==> src/rtl/pnq_pkg.sv <==
// ----------------------------------------------------------------------------
// pnq_pkg - shared types and constants
// Widths, status codes and default sizes for the peak normalising quantiser.
// ----------------------------------------------------------------------------
package pnq_pkg;

  localparam int DEF_MAX_CHANNELS = 16;
  localparam int DEF_STORE_DEPTH  = 16384;

  localparam int SAMPLE_W = 32;
  localparam int PEAK_W   = 31;
  localparam int CODE_W   = 16;
  localparam int Q_W      = 15;
  localparam int CFG_W    = 5;

  localparam logic [Q_W-1:0]    FULL_SCALE = 15'd32767;
  localparam logic [PEAK_W-1:0] PEAK_MAX   = 31'h7FFF_FFFF;
  localparam logic [PEAK_W-1:0] PEAK_INIT  = 31'd1;

  typedef enum logic [1:0] {
    ST_OK    = 2'd0,
    ST_FULL  = 2'd1,
    ST_EMPTY = 2'd2,
    ST_BUSY  = 2'd3
  } status_t;

endpackage

==> src/rtl/pnq_div.sv <==
// ----------------------------------------------------------------------------
// pnq_div - scaled restoring divider
// Returns min(mag*32767/peak, 32767), truncated, one quotient bit a cycle.
// ----------------------------------------------------------------------------
module pnq_div (
  input  logic                        clk,
  input  logic                        rst,
  input  logic                        start,
  input  logic [pnq_pkg::SAMPLE_W-1:0] mag,
  input  logic [pnq_pkg::PEAK_W-1:0]   peak,
  output logic                        done,
  output logic [pnq_pkg::Q_W-1:0]      quot
);
  import pnq_pkg::*;

  localparam int N_W = SAMPLE_W + Q_W;

  typedef enum logic [3:0] {
    D_IDLE = 4'b0001,
    D_MUL  = 4'b0010,
    D_CMP  = 4'b0100,
    D_ITER = 4'b1000
  } dstate_t;

  dstate_t              state;
  logic [SAMPLE_W-1:0]  mag_q;
  logic [PEAK_W-1:0]    div_q;
  logic [N_W-1:0]       prod;
  logic [PEAK_W-1:0]    rem;
  logic [Q_W-1:0]       low;
  logic [3:0]           iter;

  logic [PEAK_W:0]      trial;
  logic [PEAK_W:0]      diff;
  logic                 ge;

  assign trial = {rem, low[Q_W-1]};
  assign diff  = trial - {1'b0, div_q};
  assign ge    = (trial >= {1'b0, div_q});

  always_ff @(posedge clk) begin
    if (rst) begin
      state <= D_IDLE;
      done  <= 1'b0;
    end else begin
      done <= 1'b0;
      unique case (state)
        D_IDLE: begin
          if (start) begin
            mag_q <= mag;
            div_q <= peak;
            state <= D_MUL;
          end
        end
        D_MUL: begin
          // mag * 32767 as a shift and subtract
          prod  <= {mag_q, {Q_W{1'b0}}} - {{Q_W{1'b0}}, mag_q};
          state <= D_CMP;
        end
        D_CMP: begin
          if (prod >= {1'b0, div_q, {Q_W{1'b0}}}) begin
            quot  <= FULL_SCALE;
            done  <= 1'b1;
            state <= D_IDLE;
          end else begin
            rem   <= prod[N_W-2:Q_W];
            low   <= prod[Q_W-1:0];
            iter  <= 4'(Q_W - 1);
            state <= D_ITER;
          end
        end
        D_ITER: begin
          rem  <= ge ? diff[PEAK_W-1:0] : trial[PEAK_W-1:0];
          low  <= {low[Q_W-2:0], 1'b0};
          quot <= {quot[Q_W-2:0], ge};
          if (iter == 4'd0) begin
            done  <= 1'b1;
            state <= D_IDLE;
          end else begin
            iter <= iter - 4'd1;
          end
        end
        default: state <= D_IDLE;
      endcase
    end
  end

endmodule

==> config.mk <==
export PLATFORM = sky130hd
export DESIGN_NAME = pnq_div
export DESIGN_NICKNAME = d
export VERILOG_FILES = /design/src/rtl/pnq_pkg.sv /design/src/rtl/pnq_div.sv
export SDC_FILE = /design/constraint.sdc
export NUM_CORES = 1
export LEC_CHECK = 0
export ABC_AREA = 1
export BUFFER_PORTS_ARGS = -buffer_cell sky130_fd_sc_hd__buf_2
export CORE_UTILIZATION = 25
export DETAILED_ROUTE_END_ITERATION = 12
export PLACE_DENSITY_LB_ADDON = 0.12
export SETUP_SLACK_MARGIN = 0.05
export SLEW_MARGIN = 15
export SYNTH_ARGS = -nofsm -noshare
export SYNTH_HDL_FRONTEND = slang
export SYNTH_SLANG_ARGS = --single-unit
==> constraint.sdc <==
create_clock -name clk -period 15.1 [get_ports clk]
set_input_delay 0.755 -clock clk [delete_from_list [all_inputs] [get_ports clk]]
set_output_delay 0.755 -clock clk [all_outputs]
set_load 0.01 [all_outputs]
==> out/summary.txt, run 1 <==
Post-DP Area: 13700 µm²
Most frequent cells in the layout: 548 x nand2_1, 286 x inv_1, 175 x edfxtp_1
Multi-input logic area: 5960 µm²
HPWL after DPL: 34700 µm
MaxCap Viol Count: 0
Global routing's busiest layer: met2
Worst hold margin: 457 ps
CTS sink cnt: 180
Horiz. Die Dim: 226 µm
Sequential power share: 35.4%
Minimum clock period: 3140 ps
CTS max path bufs: 2
Vias: 10432
Worst flop-to-flop path startpoint: div_q[18]
Nets@finish: 1875
R2R Path End: rem[1]
Grt met3 use: 2.19%
Synthesized area per cell: 7.61 µm²
First-pass GRT wire length: 63100 µm
CTS HTree Levels: 4
Slew HR: 38.0%
Nature of the critical path endpoint: register
P per Cell Area: 142 nW/µm²
Number of global-route vias before repair: 10504
DR DRC count: 0
Detailed router's first-iteration violation count: 624
Status: finished clean
Final GP Congestion: 0.913
Area Growth Syn to Fin: 14.0%
Worst-margin pin slew: 928 ps
Cts repair resizes: 0
Setup CP Type: register to register
Endpoints failing hold: 0
Hold path start: mag[25]
Hold depth: 1
Crit start category: register
Fin. max-slew vios: 0
Setup TNS: 0 ps
FF-to-FF path depth: 14
Die area: 50900 µm²
Peak VDD IR: 92.0 µV
Mapped Area: 12500 µm²
Logic gate share of total power: 42.7%
Post-route ant nets: 0
Flop2flop setup slack: 11960 ps
Cell count after synthesis: 1641
Period utilisation layout: 20.8%
Most common flop cell mapped by yosys: edfxtp_1
DR WL/cell: 17.4 µm
Final setup violation count: 0
Number of vias per cell: 4.34
EDFF count, synth: 175
Fillers: 5396
Peak fanout along the critical path: 33
Chip height: 226 µm
Commonest non-fill, non-tap cell in the layout: nand2_1
Rows: 81
Initial antenna violation count: 2
CTS Root Cell: clkbuf_16
Pint: 1.15 mW
Fmax: 318 MHz
Min-delay worst type: input port to register
Core area: 49200 µm²
Yosys cell types: 43
Skew-Pair Late Insertion Delay: 470 ps
Leakage power: 6.59 nW
Sw Share: 42.9%
Detailed-route wire length: 41800 µm
I/O Buffers: 81
FFs w/ async S/R, synth: 0%
Yosys synthesis warning count: 0
Grt met2 use: 30.4%
Post-CTS Setup Bufs: 0
Syn Nets: 1789
Sequential-to-total area share from yosys stat: 42.9%
GRT Total Usage: 17.0%
Clock Power Share: 21.8%
Clock transition at path regs: 80 ps
Final Cell Area: 14200 µm²
CP arrival: 3360 ps
Worst path required time: 15320 ps
Initial Util: 25.4%
Largest net degree at the start of global routing: 58
Register area: 5360 µm²
Switching Power: 865 µW
Hold Path Sink: mag_q[25]
CTS Buf Count: 17
CTS Hold Bufs: 0
Synth Register Bits: 180
Unrepaired setup endpoints after global routing: no
GR Util met1: 20.9%
Layout cells sized above 1: 9.20%
Grt ovf: 0
DRT Pass-1 Iters: 5
Skew final: 11.7 ps
# IOs: 82
CTS tree: built
cells by family after synthesis:
family / share of synthesized area [%]
adders and majority gates: 8.28
buffers and inverters: 9.67
and+or+nand+nor: 31.8
AOI/OAI and AO/OA: 4.26
DFF: 42.9
xor gates and xnor gates: 3.16
how the worst max path moves through the flow:
stage               startpoint  cells after the start  endpoint
CTS                  div_q[26]                     12    rem[1]
finish               div_q[18]                     14    rem[1]
floorplan                  rst                      1  div_q[0]
global route         div_q[25]                     14    rem[1]
detailed placement   div_q[26]                     12    rem[1]
global placement     div_q[29]                     12    rem[1]
power groups by stage:
stage	sequential, mW	combinational (mW)	clock, mW
floorplan	0.709	0.591	0
global placement	0.726	0.878	0
detailed placement	0.726	0.873	0
CTS	0.715	0.876	0.457
global route	0.721	0.975	0.471
finish	0.714	0.862	0.440
through the flow:
step | utilization [%] | cells | power, mW | setup WS [ps]
after detailed placement | 27.8 | 2372 | 1.60 | 11900
after floorplan | - | 1641 | 1.30 | 7560
after global placement | 27.8 | 2372 | 1.60 | 11900
after global routing | 29.0 | 2404 | 2.17 | 11640
final | 29.0 | 2405 | 2.02 | 11960
after CTS | 29.0 | 2404 | 2.05 | 11880
flip-flops by register name, indices dropped and copies added, names as in the netlist:
signal,flops
div_q,31
done,1
iter,4
low,15
mag_q,32
prod,47
quot,15
rem,31
state,4
routing by layer:
metal	vias up	wire length, µm
met3	38	1140
met4	4	883
met5	-	21
met1	4827	18900
li1	5411	-
met2	152	20900
critical path: stages (launching register included):
cell and delay, ps:
edfxtp_1 370, inv_1 110, ha_1 310, nand2_2 110
inv_2 40, nand2_1 70, nand2_1 90, a21oi_2 200
nor2_1 100, nor2_4 700, nand2_4 410, nand2_1 180
nand2_1 70, nand2_1 60, nand2_1 50
synth_stat cells, drive strengths merged, types with 2 or more instances:
cell type,n,area [µm²]
a21o,4,30.0
buf,15,100
dfxtp,5,100
nor4,5,31.3
nand3b,26,195
nor3,17,96.4
or2,14,87.6
o21bai,3,22.5
nand3,113,588
nand2,555,2120
a21oi,53,273
clkbuf,6,22.5
ha,81,1010
nor2,169,676
nand4,26,163
clkinv,2,7.51
o21ai,28,144
xnor2,21,184
edfxtp,175,5260
inv,287,1080
a31oi,4,25.0
o21a,3,22.5
xor2,24,210
area by class of cell:
cell class              count  share of cell area, %
well taps                 664                   5.83
clock buffers              18                   3.01
flip-flops and latches    180                   37.6
inverters                 289                   7.62
repair buffers             88                   3.22
diodes                      1                 0.0176
clock inverters            14                  0.870
multi-input cells        1151                   41.8
Note: power is estimated with default switching activity, not from simulation.
==> run 2, diff against run 1 <==
Settings changed: ABC_AREA 1 to 0.
Clock period 15.1 ns to 2.9 ns, I/O delays scaled along.
==> out/summary.txt, run 2 <==
Synth Register Bits: 180
# IOs: 82
Setup TNS: -1520 ps
Post-synth top area share: 51.3%
Crit-path slowest cell: or4_4
Leakage power: 5.82 nW
Post-route ant nets: 0
Setup WS post-layout: -178 ps
Endpoints failing hold: 0
Rows: 73
Crit path to: prod[43]
Violated checks: setup timing
CTS Root Cell: clkbuf_16
Grt ovf: 0
Initial Util: 25.6%
Syn Nets: 1090
Period utilisation layout: 106%
FFs w/ async S/R, synth: 0%
Register area: 5360 µm²
Top flop regs: prod x47, mag_q x32
P per Cell Area: 443 nW/µm²
Post-route core utilization: 35.9%
Fillers: 4031
CTS max path bufs: 2
Final setup violation count: 28
FF-to-FF path depth: 12
Mapped Area: 10200 µm²
Top-count cell post-synth: edfxtp_1
Max reg flops: 47
Fmax: 325 MHz
Final GP Congestion: 0.864
Commonest non-fill, non-tap cell in the layout: edfxtp_1
Unrepaired setup endpoints after global routing: yes
CP startpoint: mag_q[24]
Biggest register: prod
CTS tree: built
CTS HTree Levels: 4
Clock transition at path regs: 80 ps
Horiz. Die Dim: 204 µm
CTS Buf Count: 17
Skew-Pair Late Insertion Delay: 460 ps
Die area: 41800 µm²
Most common flop cell mapped by yosys: edfxtp_1
Cell taking the most area after synthesis: edfxtp_1
Area Growth Syn to Fin: 40.4%
Initial antenna violation count: 0
HPWL after DPL: 23200 µm
Core area: 40100 µm²
EDFF count, synth: 175
Most frequent cells in the layout: 175 x edfxtp_1, 155 x buf_4, 113 x nand2_1
DRT Pass-1 Iters: 5
Peak fanout along the critical path: 2
Flop2flop setup slack: -180 ps
Min-delay worst type: input port to register
Peak VDD IR: 304 µV
Number of global-route vias before repair: 8355
Nets@finish: 1405
First-pass GRT wire length: 46600 µm
Slew HR: 51.7%
Yosys synthesis warning count: 0
Sequential-to-total area share from yosys stat: 52.3%
DR WL/cell: 16.8 µm
Worst path required time: 3120 ps
Yosys cell types: 57
CTS sink cnt: 180
Worst flop-to-flop path startpoint: mag_q[24]
Crit-path cells: inv_2, ha_4, a21o_1, a21o_1, a2111oi_4, nor3_2, a211o_1, nor3_2, o211ai_1, nand2b_4, or4_4, xnor2_2
Vias: 7992
Worst hold margin: 393 ps
Detailed-route wire length: 30200 µm
DR DRC count: 0
Chip height: 204 µm
Skew final: 12.3 ps
Layout cells sized above 1: 28.7%
Crit start category: register
R2R Path End: prod[43]
CP arrival: 3290 ps
Setup CP Type: register to register
Multi-input logic area: 5050 µm²
Status: finished, violations left
I/O Buffers: 81
Cell count after synthesis: 942
GRT Total Usage: 15.0%
CP max stage delay: 430 ps
Minimum clock period: 3080 ps
Largest net degree at the start of global routing: 64
Number of vias per cell: 4.45
Detailed router's first-iteration violation count: 392
MaxCap Viol Count: 0
N_diodes: 0
Worst-margin pin slew: 724 ps
Top cells by area, synth: edfxtp_1 51%, ha_1 9.9%, nand2_1 4.2%, xnor2_1 4.1%, a21oi_1 3.0%
Most frequent cells after synthesis: 175 x edfxtp_1, 115 x nand2_1, 81 x ha_1
Nature of the critical path endpoint: register
Fin. max-slew vios: 0
Synthesized area per cell: 10.9 µm²
==> run 2: cell count changes after synthesis, sizes merged, moves of 29 or more <==
| cell | change |
|---|---|
| nor2 | -117 |
| nand2 | -440 |
| o21ai | +31 |
| nand3 | -96 |
| a21o | +29 |
| inv | -225 |
==> run 2: layout make-up <==
| class | count | share of cell area, % |
|---|---|---|
| Clock inverter | 15 | 1.29 |
| Tap cell | 525 | 4.56 |
| Multi-Input combinational cell | 680 | 35.1 |
| Inverter | 62 | 1.62 |
| Timing Repair Buffer | 316 | 17.3 |
| Sequential cell | 180 | 37.2 |
| Clock buffer | 17 | 2.96 |
==> run 2: cells by family after synthesis <==
| logic type | share of synthesized area (%) |
|---|---|
| AOI/OAI and AO/OA | 13.0 |
| xor gates and xnor gates | 6.23 |
| adders and majority gates | 10.1 |
| buffers and inverters | 3.04 |
| DFF | 52.3 |
| muxes | 0.781 |
| and+or+nand+nor | 14.6 |
==> run 2: how the worst min path moves through the flow <==
stage	endpoint	depth (start not counted)	start
global route	div_q[9]	2	peak[9]
CTS	mag_q[20]	2	mag[20]
floorplan	state[1]	1	rst
global placement	mag_q[11]	1	mag[11]
detailed placement	mag_q[11]	1	mag[11]
finish	div_q[9]	2	peak[9]
==> run 2: critical path, delay by kind of cell (launching register included) <==
| kind | cells | cell delay (ps) |
|---|---|---|
| AO/OA/AOI/OAI | 5 | 1130 |
| AND/OR/NAND/NOR | 4 | 850 |
| flip-flops | 1 | 420 |
| adder cells (fa/ha/maj) | 1 | 200 |
| XOR/XNOR | 1 | 140 |
| buffers and inverters | 1 | 100 |
==> run 2: metrics by stage <==
step | setup slack, ps | std cells | cell area [µm²] | power (mW)
3_3_place_gp | -345 | 1675 | 12500 | 3.87
4_1_cts | -175 | 1790 | 14300 | 6.47
5_1_grt | -298 | 1795 | 14400 | 6.66
2_1_floorplan | -115 | 942 | 10400 | 3.48
6_report | -178 | 1795 | 14400 | 6.38
3_5_place_dp | -330 | 1675 | 12500 | 3.86
==> run 2: routing by layer <==
layer	track usage [%]	routed length, µm
met2	25.4	14600
met1	19.3	14300
met5	0	0
met3	2.87	827
met4	4.29	480
==> run 2: power by group <==
group / internal (mW) / total, mW / switching [mW]
Clock: 1.25 / 2.43 / 1.19
Sequential: 2.93 / 2.97 / 0.0465
Combinational: 0.492 / 0.976 / 0.483
==> run 2: timing repair <==
action,CTS,global route
pin swaps,26,19
gates cloned,2,0
gates resized for setup,73,26
setup buffers,15,7
hold endpoints to repair,65,0
hold buffers,66,0
setup endpoints to repair,68,108
==> run 3, diff against run 2 <==
Settings changed: RECOVER_POWER set to 100.
==> out/summary.txt, run 3 (synthesis results as in run 2) <==
Clock transition at path regs: 80 ps
Post-route core utilization: 35.7%
Grt met3 use: 2.87%
Detailed router's first-iteration violation count: 417
Horiz. Die Dim: 204 µm
Peak fanout along the critical path: 2
Unrepaired setup endpoints after global routing: yes
Endpoints failing hold: 0
Flop2flop setup slack: -180 ps
Logic gate share of total power: 15.1%
Post-route ant nets: 0
Layout cells sized above 1: 25.8%
HPWL after DPL: 23200 µm
Register area: 5360 µm²
Sequential power share: 46.7%
Peak VDD IR: 304 µV
CP arrival: 3300 ps
CTS Buf Count: 17
GR Util met1: 19.3%
CP top delay family: compound AO/OA/AOI/OAI gates
Multi-input logic area: 5030 µm²
Number of global-route vias before repair: 8355
CP Buf/Inv Count: 1
Pint: 4.65 mW
Worst-margin pin slew: 983 ps
R2R Path End: prod[43]
Worst path required time: 3120 ps
Crit-path slowest cell: or4_4
FF-to-FF path depth: 12
Clock Power Share: 38.2%
Rows: 73
GRT Total Usage: 15.0%
Initial Util: 25.6%
Setup TNS: -1300 ps
Fin. max-slew vios: 0
CTS sink cnt: 180
Largest net degree at the start of global routing: 64
CTS HTree Levels: 4
Fillers: 4053
Grt met2 use: 25.4%
Nature of the critical path endpoint: register
Top flop regs: prod x47, mag_q x32
Worst flop-to-flop path startpoint: mag_q[24]
Most frequent cells in the layout: 175 x edfxtp_1, 152 x buf_4, 114 x nand2_1
Minimum clock period: 3080 ps
Global routing's busiest layer: met2
Final GP Congestion: 0.864
CTS max path bufs: 2
Nets@finish: 1405
Min-delay worst type: input port to register
Final setup violation count: 23
Crit-path cells: inv_2, ha_4, a21o_1, a21o_1, a2111oi_4, nor3_2, a211o_1, nor3_2, o211ai_1, nand2b_4, or4_4, xnor2_2
Setup WS post-layout: -182 ps
P per Cell Area: 445 nW/µm²
Violated checks: setup timing
Period utilisation layout: 106%
Detailed-route wire length: 30300 µm
Die area: 41800 µm²
Final Cell Area: 14300 µm²
Hold path start: peak[9]
Crit start category: register
Post-DP Area: 12500 µm²
Skew-Pair Late Insertion Delay: 460 ps
Commonest non-fill, non-tap cell in the layout: edfxtp_1
Leakage power: 5.71 nW
Core area: 40100 µm²
Fmax: 324 MHz
# IOs: 82
Initial antenna violation count: 0
First-pass GRT wire length: 46600 µm
Setup CP Type: register to register
Chip height: 204 µm
Skew final: 12.2 ps
Biggest register: prod
Switching Power: 1.71 mW
Number of vias per cell: 4.47
DR DRC count: 0
Sw Share: 26.9%
Hold Path Sink: div_q[9]
Status: finished, violations left
DR WL/cell: 16.9 µm
DRT Pass-1 Iters: 5
I/O Buffers: 81
MaxCap Viol Count: 0
Slew HR: 34.4%
Max reg flops: 47
CP max stage delay: 430 ps
Hold depth: 2
Vias: 8030
N_diodes: 0
CTS tree: built
Grt ovf: 0
CTS Root Cell: clkbuf_16
Area Growth Syn to Fin: 39.6%
[run 3: changes by cell type in the layout (fill, tap and decap cells not counted)]
cell	change
nor4b_1	+1
clkbuf_1	+35
buf_2	-33
buf_4	-3
nor4b_4	-1
nand2_1	+1
nand2_4	-1
clkbuf_4	+2
buf_12	-1
[run 3: repair_timing]
item | in CTS | in global routing
gates cloned | 2 | 0
hold buffers | 66 | 0
hold endpoints to repair | 65 | 0
pin swaps | 26 | 19
resized for setup | 73 | 26
buffers inserted | 15 | 7
setup endpoints to repair | 68 | 108
[run 3: worst max-delay path by stage]
stage                   start  endpoint  cells past startpoint
finish              mag_q[24]  prod[43]                     12
floorplan           mag_q[24]  prod[43]                     12
global placement      low[14]   rem[24]                     15
detailed placement    low[14]   rem[24]                     15
global route          low[14]   rem[30]                     15
CTS                   low[14]   rem[30]                     15
[run 3: through the flow]
step	cells	power [mW]	worst slack [ps]	hold WS, ps
after floorplan	942	3.48	-115	215
after global placement	1675	3.87	-345	321
after detailed placement	1675	3.86	-330	323
after CTS	1790	6.47	-175	360
after global routing	1795	6.65	-298	363
final	1795	6.37	-182	392
[run 3: final cells by class]
cell class	instances	share of cell area (%)
Timing Repair Buffer	316	16.9
Sequential cell	180	37.4
Clock inverter	15	1.29
Multi-Input combinational cell	680	35.1
Clock buffer	17	2.97
Tap cell	525	4.59
Inverter	62	1.63
[run 3: metal layers]
layer / vias up / routed length, µm
met4: 0 / 480
met3: 26 / 877
met1: 3807 / 14300
met2: 118 / 14700
li1: 4079 / -
met5: - / 0
[run 3: power groups by stage]
stage / combinational, mW / sequential (mW) / clock (mW)
4_1_cts: 0.975 / 2.97 / 2.52
3_5_place_dp: 0.830 / 3.03 / 0
5_1_grt: 1.06 / 2.98 / 2.60
6_report: 0.963 / 2.97 / 2.43
2_1_floorplan: 0.468 / 3.02 / 0
3_3_place_gp: 0.837 / 3.03 / 0
